===== src/rtl/core/cdar_pkg.sv =====
// Package: shared types, opcodes and constants for the congestion detector.
`timescale 1ns / 1ps
`default_nettype none
package cdar_pkg;

    localparam int unsigned NEIGHBOR_SLOTS_DEF = 16;
    localparam int unsigned CNT_W = 16;
    localparam int unsigned CFG_W = 8;
    localparam int unsigned PROD_W = CNT_W + CFG_W;
    localparam int unsigned IDX_W = 4;

    typedef enum logic [2:0] {
        OP_RX      = 3'd0,
        OP_TX      = 3'd1,
        OP_REPORT  = 3'd2,
        OP_REQUEST = 3'd3,
        OP_NBR_WR  = 3'd4,
        OP_NOTICE  = 3'd5,
        OP_TICK    = 3'd6,
        OP_PARENT  = 3'd7
    } op_t;

    typedef enum logic [1:0] {
        CFG_LOW   = 2'd0,
        CFG_HIGH  = 2'd1,
        CFG_SCALE = 2'd2
    } cfg_idx_t;

    typedef enum logic [3:0] {
        ST_IDLE,
        ST_MUL_LO,
        ST_DIV_LO,
        ST_MUL_HI,
        ST_DIV_HI,
        ST_SCAN_TICK,
        ST_SCAN_ALT,
        ST_OUT
    } state_t;

    // Request and reply between sequencer and shared divider
    typedef struct packed {
        logic              start;
        logic [PROD_W-1:0] dividend;
        logic [CFG_W-1:0]  divisor;
    } div_req_t;

    typedef struct packed {
        logic              done;
        logic [PROD_W-1:0] quotient;
    } div_rsp_t;

endpackage
`default_nettype wire


===== src/rtl/core/cdar_divider.sv =====
// Restoring divider, one quotient bit per cycle.
`timescale 1ns / 1ps
`default_nettype none
module cdar_divider
(
    input  wire logic             clk,
    input  wire logic             rst_n,
    input  wire cdar_pkg::div_req_t req,
    output cdar_pkg::div_rsp_t    rsp
);
    import cdar_pkg::*;

    localparam int unsigned CNT_BITS = $clog2(PROD_W + 1);

    logic [PROD_W-1:0]   quo_reg, quo_next;
    logic [CFG_W:0]      rem_reg, rem_next;
    logic [CFG_W-1:0]    dvs_reg, dvs_next;
    logic [CNT_BITS-1:0] cnt_reg, cnt_next;
    logic                busy_reg, busy_next;
    logic                done_reg, done_next;
    logic [CFG_W+1:0]    trial;

    // Load operands on start, else advance one quotient bit
    always_comb
    begin
        quo_next  = quo_reg;
        rem_next  = rem_reg;
        dvs_next  = dvs_reg;
        cnt_next  = cnt_reg;
        busy_next = busy_reg;
        done_next = 1'b0;
        trial     = {rem_reg, quo_reg[PROD_W-1]};
        if (req.start)
        begin
            quo_next  = req.dividend;
            rem_next  = '0;
            dvs_next  = (req.divisor == '0) ? CFG_W'(1) : req.divisor;
            cnt_next  = CNT_BITS'(PROD_W);
            busy_next = 1'b1;
        end
        else if (busy_reg)
        begin
            if (trial >= {2'b00, dvs_reg})
            begin
                rem_next = (CFG_W+1)'(trial - {2'b00, dvs_reg});
                quo_next = {quo_reg[PROD_W-2:0], 1'b1};
            end
            else
            begin
                rem_next = trial[CFG_W:0];
                quo_next = {quo_reg[PROD_W-2:0], 1'b0};
            end
            cnt_next = cnt_reg - 1'b1;
            if (cnt_reg == CNT_BITS'(1))
            begin
                busy_next = 1'b0;
                done_next = 1'b1;
            end
        end
    end

    // Hold divider state
    always_ff @(posedge clk or negedge rst_n)
    begin
        if (!rst_n)
        begin
            busy_reg <= 1'b0;
            done_reg <= 1'b0;
            cnt_reg  <= '0;
        end
        else
        begin
            busy_reg <= busy_next;
            done_reg <= done_next;
            cnt_reg  <= cnt_next;
        end
    end

    always_ff @(posedge clk)
    begin
        quo_reg <= quo_next;
        rem_reg <= rem_next;
        dvs_reg <= dvs_next;
    end

    assign rsp.done     = done_reg;
    assign rsp.quotient = quo_reg;
endmodule
`default_nettype wire


===== src/rtl/core/congestion_detect_alt_route.sv =====
// Top level: congestion detector and alternate route selector.
//
// Channel   | Dir | Handshake        | Payload
// s_axis    | in  | tvalid/tready    | tdata: op, report_value, neighbor_index,
//           |     |                  |        entry_valid, entry_is_parent,
//           |     |                  |        entry_congested
// m_axis    | out | tvalid/tready    | tdata: report_count, is_congested, ...
// cfg       | in  | cfg_valid/ready  | cfg_index, cfg_data
//
// Simple ops pass from idle through the output state, which loads the result
// register. A tick runs the two band divisions through the shared divider,
// then walks every slot and loads the result. A notice walks the slots up to
// the first uncongested candidate, then loads the result.
// The input side stays not ready from accept until the result is taken.
// Reset clears all counters, the neighbor table and route state.
`timescale 1ns / 1ps
`default_nettype none
module congestion_detect_alt_route
#(
    parameter int unsigned NEIGHBOR_SLOTS = cdar_pkg::NEIGHBOR_SLOTS_DEF
)
(
    input  wire logic        clk,
    input  wire logic        rst_n,
    input  wire logic        s_axis_tvalid,
    output logic             s_axis_tready,
    // op[2:0], report_value[18:3], neighbor_index[22:19], entry_valid[23],
    // entry_is_parent[24], entry_congested[25], zero fill [31:26]
    input  wire logic [31:0] s_axis_tdata,
    output logic             m_axis_tvalid,
    input  wire logic        m_axis_tready,
    // report_count[15:0], is_congested[16], multipath_active[17],
    // alt_found[18], alt_slot[22:19], route_added[23], route_removed[24],
    // zero fill [31:25]
    output logic [31:0]      m_axis_tdata,
    input  wire logic        cfg_valid,
    output logic             cfg_ready,
    input  wire logic [1:0]  cfg_index,
    input  wire logic [7:0]  cfg_data
);
    import cdar_pkg::*;

    localparam int unsigned SLOT_W = (NEIGHBOR_SLOTS > 1) ? $clog2(NEIGHBOR_SLOTS) : 1;
    localparam int unsigned TOT_W  = $clog2(NEIGHBOR_SLOTS + 1);

    state_t state_reg, state_next;

    logic [CFG_W-1:0] low_reg, high_reg, scale_reg;
    logic [CNT_W-1:0] rx_reg, exp_reg, sent_reg;
    logic [NEIGHBOR_SLOTS-1:0] vld_reg, par_reg, cng_reg;
    logic [IDX_W-1:0] pref_reg, alt_reg;
    logic pref_present_reg, mp_reg, alt_held_reg, cong_reg;

    // Latched input word
    logic [2:0]       op_reg;
    logic [CNT_W-1:0] rep_reg;
    logic [IDX_W-1:0] idx_reg;
    logic             ev_reg, ep_reg, ec_reg;

    // Tick and walk working registers
    logic [PROD_W-1:0] lo_reg;
    logic              out_band_reg;
    logic [SLOT_W:0]   scan_reg;
    logic [TOT_W-1:0]  total_reg, busy_reg;
    logic              have_reg, found_reg;
    logic [IDX_W-1:0]  pick_reg;
    logic              mul_lo_go;

    logic [31:0]       out_reg;
    logic              out_vld_reg;

    div_req_t dreq;
    div_rsp_t drsp;

    logic accept;
    logic idx_ok;
    logic [SLOT_W-1:0] scan_idx;
    logic scan_last;
    logic pref_in_range;

    assign accept        = s_axis_tvalid && s_axis_tready;
    assign s_axis_tready = (state_reg == ST_IDLE) && !out_vld_reg;
    assign cfg_ready     = 1'b1;
    assign idx_ok        = {28'd0, idx_reg} < 32'(NEIGHBOR_SLOTS);
    assign scan_idx      = scan_reg[SLOT_W-1:0];
    assign scan_last     = scan_reg == (SLOT_W+1)'(NEIGHBOR_SLOTS - 1);
    assign pref_in_range = {28'd0, pref_reg} < 32'(NEIGHBOR_SLOTS);
    assign m_axis_tvalid = out_vld_reg;
    assign m_axis_tdata  = out_reg;

    cdar_divider u_div
    (
        .clk   (clk),
        .rst_n (rst_n),
        .req   (dreq),
        .rsp   (drsp)
    );

    assign mul_lo_go = (state_reg == ST_MUL_LO);
    always_comb
    begin
        dreq.start    = (state_reg == ST_MUL_LO) || (state_reg == ST_MUL_HI);
        dreq.dividend = mul_lo_go ? exp_reg * low_reg : exp_reg * high_reg;
        dreq.divisor  = scale_reg;
    end

    // Next state
    always_comb
    begin
        state_next = state_reg;
        unique case (state_reg)
            ST_IDLE:
            begin
                if (accept)
                begin
                    if (op_t'(s_axis_tdata[2:0]) == OP_TICK)
                        state_next = ST_MUL_LO;
                    else if (op_t'(s_axis_tdata[2:0]) == OP_NOTICE)
                        state_next = ST_SCAN_ALT;
                    else
                        state_next = ST_OUT;
                end
            end
            ST_MUL_LO:    state_next = ST_DIV_LO;
            ST_DIV_LO:    if (drsp.done) state_next = ST_MUL_HI;
            ST_MUL_HI:    state_next = ST_DIV_HI;
            ST_DIV_HI:    if (drsp.done) state_next = ST_SCAN_TICK;
            ST_SCAN_TICK: if (scan_last) state_next = ST_OUT;
            ST_SCAN_ALT:  if (scan_last || found_reg) state_next = ST_OUT;
            ST_OUT:       state_next = ST_IDLE;
            default:      state_next = ST_IDLE;
        endcase
    end

    always_ff @(posedge clk or negedge rst_n)
    begin
        if (!rst_n)
            state_reg <= ST_IDLE;
        else
            state_reg <= state_next;
    end

    always_ff @(posedge clk)
    begin
        if (accept)
        begin
            op_reg  <= s_axis_tdata[2:0];
            rep_reg <= s_axis_tdata[18:3];
            idx_reg <= s_axis_tdata[22:19];
            ev_reg  <= s_axis_tdata[23];
            ep_reg  <= s_axis_tdata[24];
            ec_reg  <= s_axis_tdata[25];
        end
    end

    // Apply config writes, execute ops, walk slots, build result word
    always_ff @(posedge clk or negedge rst_n)
    begin
        if (!rst_n)
        begin
            low_reg <= CFG_W'(50);
            high_reg <= CFG_W'(150);
            scale_reg <= CFG_W'(100);
            rx_reg <= '0; exp_reg <= '0; sent_reg <= '0;
            vld_reg <= '0; par_reg <= '0; cng_reg <= '0;
            pref_reg <= '0; alt_reg <= '0;
            pref_present_reg <= 1'b0; mp_reg <= 1'b0;
            alt_held_reg <= 1'b0; cong_reg <= 1'b0;
            out_vld_reg <= 1'b0; out_reg <= '0;
            lo_reg <= '0; out_band_reg <= 1'b0;
            scan_reg <= '0; total_reg <= '0; busy_reg <= '0;
            have_reg <= 1'b0; found_reg <= 1'b0; pick_reg <= '0;
        end
        else
        begin
            if (cfg_valid)
            begin
                case (cfg_index)
                    CFG_LOW:   low_reg <= cfg_data;
                    CFG_HIGH:  high_reg <= cfg_data;
                    CFG_SCALE: scale_reg <= cfg_data;
                    default:   ;
                endcase
            end
            if (m_axis_tready && out_vld_reg)
                out_vld_reg <= 1'b0;
            if (accept)
            begin
                scan_reg <= '0; total_reg <= '0; busy_reg <= '0;
                have_reg <= 1'b0; found_reg <= 1'b0;
            end
            if (state_reg == ST_DIV_LO && drsp.done)
                lo_reg <= drsp.quotient;
            if (state_reg == ST_DIV_HI && drsp.done)
                out_band_reg <= ({8'd0, rx_reg} < lo_reg) ||
                                ({8'd0, rx_reg} > drsp.quotient);
            if (state_reg == ST_SCAN_TICK)
            begin
                scan_reg <= scan_reg + 1'b1;
                if (vld_reg[scan_idx])
                begin
                    total_reg <= total_reg + 1'b1;
                    busy_reg  <= busy_reg + TOT_W'(cng_reg[scan_idx]);
                end
            end
            if (state_reg == ST_SCAN_ALT && !found_reg)
            begin
                scan_reg <= scan_reg + 1'b1;
                if (vld_reg[scan_idx] && par_reg[scan_idx] &&
                    !(pref_present_reg && IDX_W'(scan_idx) == pref_reg))
                begin
                    have_reg <= 1'b1;
                    pick_reg <= IDX_W'(scan_idx);
                    if (!cng_reg[scan_idx])
                        found_reg <= 1'b1;
                end
            end
            if (state_reg == ST_OUT)
            begin
                logic [CNT_W-1:0] rep;
                logic add_r, rem_r, mp_n, held_n, cong_n;
                logic [IDX_W-1:0] alt_n;
                rep = '0; add_r = 1'b0; rem_r = 1'b0;
                mp_n = mp_reg; held_n = alt_held_reg; alt_n = alt_reg;
                cong_n = cong_reg;
                case (op_t'(op_reg))
                    OP_RX:      rx_reg <= rx_reg + 1'b1;
                    OP_TX:      sent_reg <= sent_reg + 1'b1;
                    OP_REPORT:  exp_reg <= exp_reg + rep_reg;
                    OP_REQUEST:
                    begin
                        rep = sent_reg;
                        sent_reg <= '0;
                    end
                    OP_NBR_WR:
                    begin
                        if (idx_ok)
                        begin
                            vld_reg[SLOT_W'(idx_reg)] <= ev_reg;
                            par_reg[SLOT_W'(idx_reg)] <= ep_reg;
                            cng_reg[SLOT_W'(idx_reg)] <= ec_reg;
                        end
                    end
                    OP_NOTICE:
                    begin
                        if (idx_ok && !mp_reg && pref_present_reg &&
                            idx_reg == pref_reg && have_reg)
                        begin
                            alt_n = pick_reg; held_n = 1'b1;
                            mp_n = 1'b1; add_r = 1'b1;
                        end
                    end
                    OP_TICK:
                    begin
                        cong_n = out_band_reg ||
                                 ({1'b0, total_reg} < {busy_reg, 1'b0});
                        if (pref_present_reg && pref_in_range &&
                            !cng_reg[SLOT_W'(pref_reg)])
                        begin
                            mp_n = 1'b0;
                            if (alt_held_reg)
                            begin
                                held_n = 1'b0; alt_n = '0; rem_r = 1'b1;
                            end
                        end
                        rx_reg <= '0; exp_reg <= '0;
                    end
                    default:
                    begin
                        if (idx_ok)
                        begin
                            pref_reg <= idx_reg;
                            pref_present_reg <= ev_reg;
                        end
                    end
                endcase
                mp_reg <= mp_n; alt_held_reg <= held_n; alt_reg <= alt_n;
                cong_reg <= cong_n;
                out_reg <= {7'd0, rem_r, add_r, held_n ? alt_n : 4'd0,
                            held_n, mp_n, cong_n, rep};
                out_vld_reg <= 1'b1;
            end
        end
    end
endmodule
`default_nettype wire

===== config.mk =====
export PLATFORM = sky130hd
export DESIGN_NAME = congestion_detect_alt_route
export DESIGN_NICKNAME = d
export VERILOG_FILES = /design/src/rtl/core/cdar_pkg.sv /design/src/rtl/core/cdar_divider.sv /design/src/rtl/core/congestion_detect_alt_route.sv
export SDC_FILE = /design/constraint.sdc
export NUM_CORES = 1
export LEC_CHECK = 0
export ABC_AREA = 1
export BUFFER_PORTS_ARGS = -buffer_cell sky130_fd_sc_hd__buf_2
export CAP_MARGIN = 20
export CORE_ASPECT_RATIO = 0.5
export CORE_MARGIN = 5
export CORE_UTILIZATION = 50
export DETAILED_ROUTE_END_ITERATION = 7
export GPL_TIMING_DRIVEN = 1
export PLACE_DENSITY = 0.74
export SETUP_SLACK_MARGIN = 0.5
export SLEW_MARGIN = 20
export SYNTH_ARGS = -nofsm -noshare
export SYNTH_HDL_FRONTEND = slang
export SYNTH_SLANG_ARGS = --single-unit

===== constraint.sdc =====
create_clock -name clk -period 13.05 [get_ports clk]
set_input_delay 3.2625 -clock clk [delete_from_list [all_inputs] [get_ports clk]]
set_output_delay 3.2625 -clock clk [all_outputs]
set_load 0.01 [all_outputs]

* Word-level counts from Yosys, hierarchy flattened
Cells that the tools add are included.
** Word-level totals
- Output and inout bits :: 35
- Logic and storage cells :: 201
- Input bits :: 47
- Flip-flop bits (word level) :: 282
** Cells by class
- Reduce and logical (&&, ||, !) cells :: 44
- Multipliers :: 2
- Add/sub/neg operators :: 8
- Mux-type cells :: 74
- Order comparisons :: 8
- Bitwise operators :: 1
- Equal/unequal tests :: 26
** Operators by type and width (number)
- 16-bit case mux with 2 select lines :: 3
- 24-bit two-way mux :: 3
- 5-bit two-way mux :: 11
- 16-bit bitwise mux :: 3
- 16-bit by 8-bit multiplier with 24-bit output :: 2
- 4-bit two-way mux :: 9
- 1-bit two-way mux :: 33
- 16-bit by 1-bit adder with 16-bit output, second input constant :: 2
- 4-bit case mux with 7 select lines :: 1
- 16-bit by 24-bit greater-than comparator with 1-bit output :: 1
- 16-bit by 24-bit less-than comparator with 1-bit output :: 1
- 2-bit AND reduction :: 9
- 16-bit adder :: 1
- 1-bit binary-select mux with 4-bit select :: 4
- 4-bit by 3-bit == test with 1-bit output, second input constant :: 4
- 16-bit two-way mux :: 1
- 3-bit == test, second input constant :: 5
- 4-bit by 5-bit less-than comparator with 1-bit output, second input constant :: 3
- 1-bit logical AND :: 14
- 5-bit by 1-bit adder with 5-bit output, second input constant :: 2
- 10-bit by 8-bit greater-or-equal comparator with 1-bit output :: 1
- 2-bit nonzero test :: 5
- 9-bit two-way mux :: 1
- 9-bit by 8-bit subtractor with 9-bit output :: 1
- other kinds (29) :: 43

* Depth between registers and ports, before layout
- Depth in word-level cells :: 8
- Gate-level depth with buffers :: 26
- Mapped depth without buffers :: 24

* Cells and area by module
Synthesis repeated with hierarchy kept, for this count alone.
** Unflattened totals
- Cell total of the unflattened synthesis :: 3191
- Area total of the unflattened synthesis :: 23757.8 um2
** By module, submodules not included
- congestion_detect_alt_route :: area an instance 21190.3 um2, instances 1, sequential area each 5898.2 um2, cells an instance 2883
- cdar_divider :: area an instance 2567.5 um2, instances 1, sequential area each 1316.3 um2, cells an instance 308

* Worst setup path before layout
Ideal clock, no wire load.
- Path type :: register -> register
- From :: reg high_reg[7]
- To :: reg u_div.quo_reg[14] (data pin)
- Arrival time :: 4.446 ns
- Period minus slack after synthesis :: 4.699 ns
- Setup slack :: 8.351 ns
- Cell stages (with the launch flop) :: 21
- Library setup time :: 0.253 ns
- Path buffers :: 2
- Cells stage by stage :: dfstp_2 -> clkbuf_1 -> clkbuf_1 -> nand2_1 -> fa_1 -> fa_1 -> inv_1 -> fa_1 -> inv_1 -> fa_1 -> inv_1 -> ha_1 -> nand2_1 -> nor2_1 -> nand2_1 -> nand3_1 -> a21oi_1 -> xor2_1 -> nand2_1 -> nand2_1 -> nor2_1
** Between the ends
- Word-level cells in the longest chain between the ends :: 3
** RTL lines
- start: declaration :: line congestion_detect_alt_route.sv:48 : logic [CFG_W-1:0] low_reg, high_reg, scale_reg;
- start signal: assignment :: line congestion_detect_alt_route.sv:180 : CFG_HIGH: high_reg <= cfg_data;
- 16-bit by 8-bit multiplier with 24-bit output :: line congestion_detect_alt_route.sv:103 : dreq.dividend = mul_lo_go ? exp_reg * low_reg : exp_reg * high_reg;
- 24-bit two-way mux :: line congestion_detect_alt_route.sv:103
- 24-bit two-way mux :: line cdar_divider.sv:33 : if (req.start)
- net u_div.quo_next[14] :: line cdar_divider.sv:15 : logic [PROD_W-1:0] quo_reg, quo_next;
- end signal: assignment :: line cdar_divider.sv:81 : quo_reg <= quo_next;
- end: declaration :: line cdar_divider.sv:15
The timed path passes the listed nets, and every way through them passes these cells.
A chain may end at the register's enable or synchronous reset.

* Worst setup path after layout
- From :: reg exp_reg[5]
- To :: reg u_div.quo_reg[20] (data pin)
** Between the ends
- Word-level cells in the longest chain between the ends :: 3
- Elaborated cells on any way between the ends :: 4
- Those cells by class :: 2 x mul; 2 x mux
** RTL lines
- start: declaration :: line congestion_detect_alt_route.sv:49 : logic [CNT_W-1:0] rx_reg, exp_reg, sent_reg;
- start signal: assignment :: line congestion_detect_alt_route.sv:229 : OP_REPORT: exp_reg <= exp_reg + rep_reg;
- 16-bit by 8-bit multiplier with 24-bit output :: line congestion_detect_alt_route.sv:103
- 24-bit two-way mux * :: line congestion_detect_alt_route.sv:103
- 24-bit two-way mux * :: line cdar_divider.sv:33
- net u_div.quo_next[20] :: line cdar_divider.sv:15
Mark *: on every way through the listed nets, which the timed path passes. The rest lies on a longest branch.

==> flow_metrics.env <==
export IMPL_drive_gt1_frac=0.0595
export IMPL_fmax_mhz=190
export IMPL_dpl_hpwl_um=43200
export IMPL_numPortBuffers=67
export IMPL_post_cts_resized=0
export IMPL_min_period_over_period=0.403
export IMPL_path_common_cell="nand2_1"
export IMPL_grt_pass1_vias=19800
export IMPL_hold_class="reg -> reg"
export IMPL_slew_viol_final=0
export IMPL_wl_um=57500
export IMPL_syn2layout_area_growth_pct=7.32
export IMPL_post_cts_setup_buffers=0
export IMPL_clock_root_buffer="clkbuf_16"
export IMPL_crit_type="reg -> reg"
export IMPL_drt_iter0_drc=1480
export IMPL_numCtsBuffers=28
export IMPL_worstPathMaxFanout=18
export IMPL_worstPathCellList="nand2_1 > inv_1 > fa_1 > fa_1 > fa_1 > inv_1 > fa_1 > inv_1 > ha_1 > nand2_1 > nor2_1 > nand3_1 > nand3_1 > nand2_1 > nand2_1 > nand2_1 > nand3_1 > nand2_1 > nand2_1 > nand2_1"
export IMPL_grt_max_degree=89
export IMPL_clock_sinks=278
export IMPL_finClkSkew_ns=0.0196
export IMPL_syn_area_per_cell_um2=7.55
export IMPL_die_area_um2=51800
export IMPL_final_util=0.541
export IMPL_yosys_warnings=0
export IMPL_holdBufCountCts=0
export IMPL_fin_nets=3477
export IMPL_die_w_um=317
export IMPL_dr_total_vias=19900
export IMPL_maxCapViolCount=0
export IMPL_ir_drop_mv=0.133
export IMPL_worst_setup_path_start_kind="register"
export IMPL_antenna_found_initial=0
export IMPL_fp_dieH_um=163
export IMPL_status="finished, final reports clean"
export IMPL_rows=56
export IMPL_synth_seq_cells=278
export IMPL_cts_tree="done"
export IMPL_crit_slowest_cell="dfrtp_1"
export IMPL_powerDensity_nw_per_um2=205
export IMPL_slowest_delay_ns=0.99
export IMPL_clk_path_buf_depth=3
export IMPL_rsz0062_at_grt="false"
export IMPL_syn_area_um2=23500
export IMPL_place_congestion=0.926
export IMPL_async_flop_share=0.759
export IMPL_syn_inst=3115
export IMPL_tightestPinTransition_ns=1.08
export IMPL_end_kind="register"
export IMPL_ant_nets=0
export IMPL_wl_per_cell_um=15.3
export IMPL_ys_flop_type="dfrtp_1"
export IMPL_tns_ns=0
export IMPL_synth_edff_count=58
export IMPL_insertedDiodeCount=0
export IMPL_core_um2=46700
export IMPL_viasPerCell=5.28
export IMPL_initial_core_util=0.504
export IMPL_largest_reg_flops=25
export IMPL_h_tree_depth=1
export IMPL_fillers=4343
export IMPL_crit_arrival_ns=5.58
export IMPL_grt_pass1_wl_um=97500
export IMPL_grtUsageTotal=0.228
export IMPL_overflow=0
export IMPL_firstDrtPassIters=6
export IMPL_fin_crit_ns=5.26
export IMPL_finalSetupViolCount=0
export IMPL_hold_violations=0
export IMPL_ys_types=57
export IMPL_clk_pin_slew_worst_paths_ns=0.06
export IMPL_slew_headroom=0.282
export IMPL_ys_seq_area_frac=0.307
export IMPL_p_leak_uw=0.0143
export IMPL_route_detailed_drc=0
export IMPL_insertion_delay_ns=0.57
export IMPL_io_pins=82
export IMPL_critical_path_required_ns=13.36
-- synthesized netlist by cell type (6+ instances only) --
| cell | instances | area share |
|---|---|---|
| inv_2 | 9 | 0.0014 |
| nand3_1 | 146 | 0.031 |
| o22ai_1 | 13 | 0.0035 |
| fa_1 | 170 | 0.14 |
| nor3_1 | 26 | 0.0055 |
| dfxtp_1 | 9 | 0.0077 |
| dfstp_2 | 10 | 0.011 |
| o211ai_1 | 12 | 0.0038 |
| o21bai_1 | 10 | 0.0032 |
| xor2_1 | 13 | 0.0048 |
| or2_2 | 7 | 0.0019 |
| buf_4 | 13 | 0.0041 |
| clkbuf_1 | 93 | 0.015 |
| ha_1 | 154 | 0.082 |
| nand4_1 | 42 | 0.011 |
| mux2_2 | 6 | 0.0029 |
| a31oi_1 | 8 | 0.0021 |
| nor4_1 | 15 | 0.0040 |
| a21o_1 | 9 | 0.0029 |
| nor2_1 | 142 | 0.023 |
| o21ai_0 | 221 | 0.047 |
| buf_2 | 11 | 0.0023 |
| xnor2_1 | 20 | 0.0074 |
| nand3b_1 | 10 | 0.0032 |
| edfxtp_1 | 58 | 0.074 |
| a21oi_1 | 135 | 0.029 |
| inv_1 | 658 | 0.10 |
| dfrtp_1 | 201 | 0.21 |
| nand2_1 | 844 | 0.13 |
-- layout make-up --
cell class | count | area, µm² | share of cell area
multi-input combinational | 2052 | 13300 | 0.526
tap | 638 | 798 | 0.0316
timing repair buffer | 76 | 420 | 0.0166
sequential | 278 | 7210 | 0.286
clock buffer | 39 | 847 | 0.0335
clock inverter | 13 | 164 | 0.00649
inverter | 670 | 2520 | 0.0998
-- kinds of logic after synthesis --
group | after synthesis | synth area share
simple gates | 1254 | 0.223
buf+inv | 791 | 0.130
compound gates | 427 | 0.0984
fa+ha+maj | 324 | 0.227
flops | 278 | 0.307
xor+xnor | 33 | 0.0123
mux | 6 | 0.00287
other cells | 2 | 0.000319
-- worst max-delay path, delay by kind of cell (launching register included) --
kind          cells  cell delay [ns]
fa+ha+maj         5             2.44
flops             1             0.99
simple gates     12             1.33
buf+inv           3             0.22
-- cells in the final DEF, fill, tap and decap left out, types with 8 or more instances in the layout --
cell type,instances
buf_4,8
nand2_1,844
buf_2,66
dfxtp_1,9
a21oi_1,135
inv_2,10
nor4_1,15
inv_1,657
clkbuf_8,8
o21bai_1,10
xor2_1,13
xnor2_1,20
o22ai_1,13
a31oi_1,8
a21o_1,9
clkbuf_16,29
ha_1,154
dfrtp_1,201
nand3b_1,10
o21ai_0,221
fa_1,170
nor2_1,141
nand3_1,146
o211ai_1,12
edfxtp_1,58
dfstp_2,10
conb_1,8
nand4_1,42
nor3_1,26
-- worst paths after layout --
path,start,to,slack (ns),cells after the start
hold reg to reg,u_div.rem_reg[3]$_SDFFE_PN0P_,u_div.rem_reg[3]$_SDFFE_PN0P_,0.47,2
max in group asynchronous,rst_n,exp_reg[0]$_DFFE_PN0P_,8.28,3
hold / removal,u_div.rem_reg[3]$_SDFFE_PN0P_,u_div.rem_reg[3]$_SDFFE_PN0P_,0.47,2
setup / recovery,exp_reg[5]$_DFFE_PN0P_,u_div.quo_reg[20]$_DFFE_PP_,7.79,20
min in group asynchronous,rst_n,low_reg[6]$_DFFE_PN0P_,2.68,1
setup reg to reg,exp_reg[5]$_DFFE_PN0P_,u_div.quo_reg[20]$_DFFE_PP_,7.79,20
-- where the power goes --
part           switching [µW]  internal, µW  total (µW)  leakage (µW)
Clock                     355           515         870      0.000504
Combinational            1860          1030        2890        0.0103
Sequential                318          1100        1420       0.00347
-- through the flow --
| stage | power, µW | cells | worst slack, ns | hold WS (ns) | instance area (µm²) |
|---|---|---|---|---|---|
| final | 5180 | 3766 | 7.79 | 0.472 | 25300 |
| after global routing | 5700 | 3766 | 7.44 | 0.487 | 25300 |
| after CTS | 5170 | 3765 | 7.84 | 0.476 | 25200 |
| after detailed placement | 4280 | 3713 | 7.56 | 0.463 | 24200 |
| after global placement | 4210 | 3713 | 7.57 | 0.456 | 24200 |
| after floorplan | 3500 | 3121 | 8.35 | 0.442 | 23600 |
-- layer usage --
layer,GRT usage,vias up,wire (µm)
li1,-,9618,-
met1,0.305,9514,24300
met2,0.387,627,27400
met3,0.0309,141,3930
met4,0.0755,0,1910
met5,0,-,0
(Power assumes the default switching activity.)
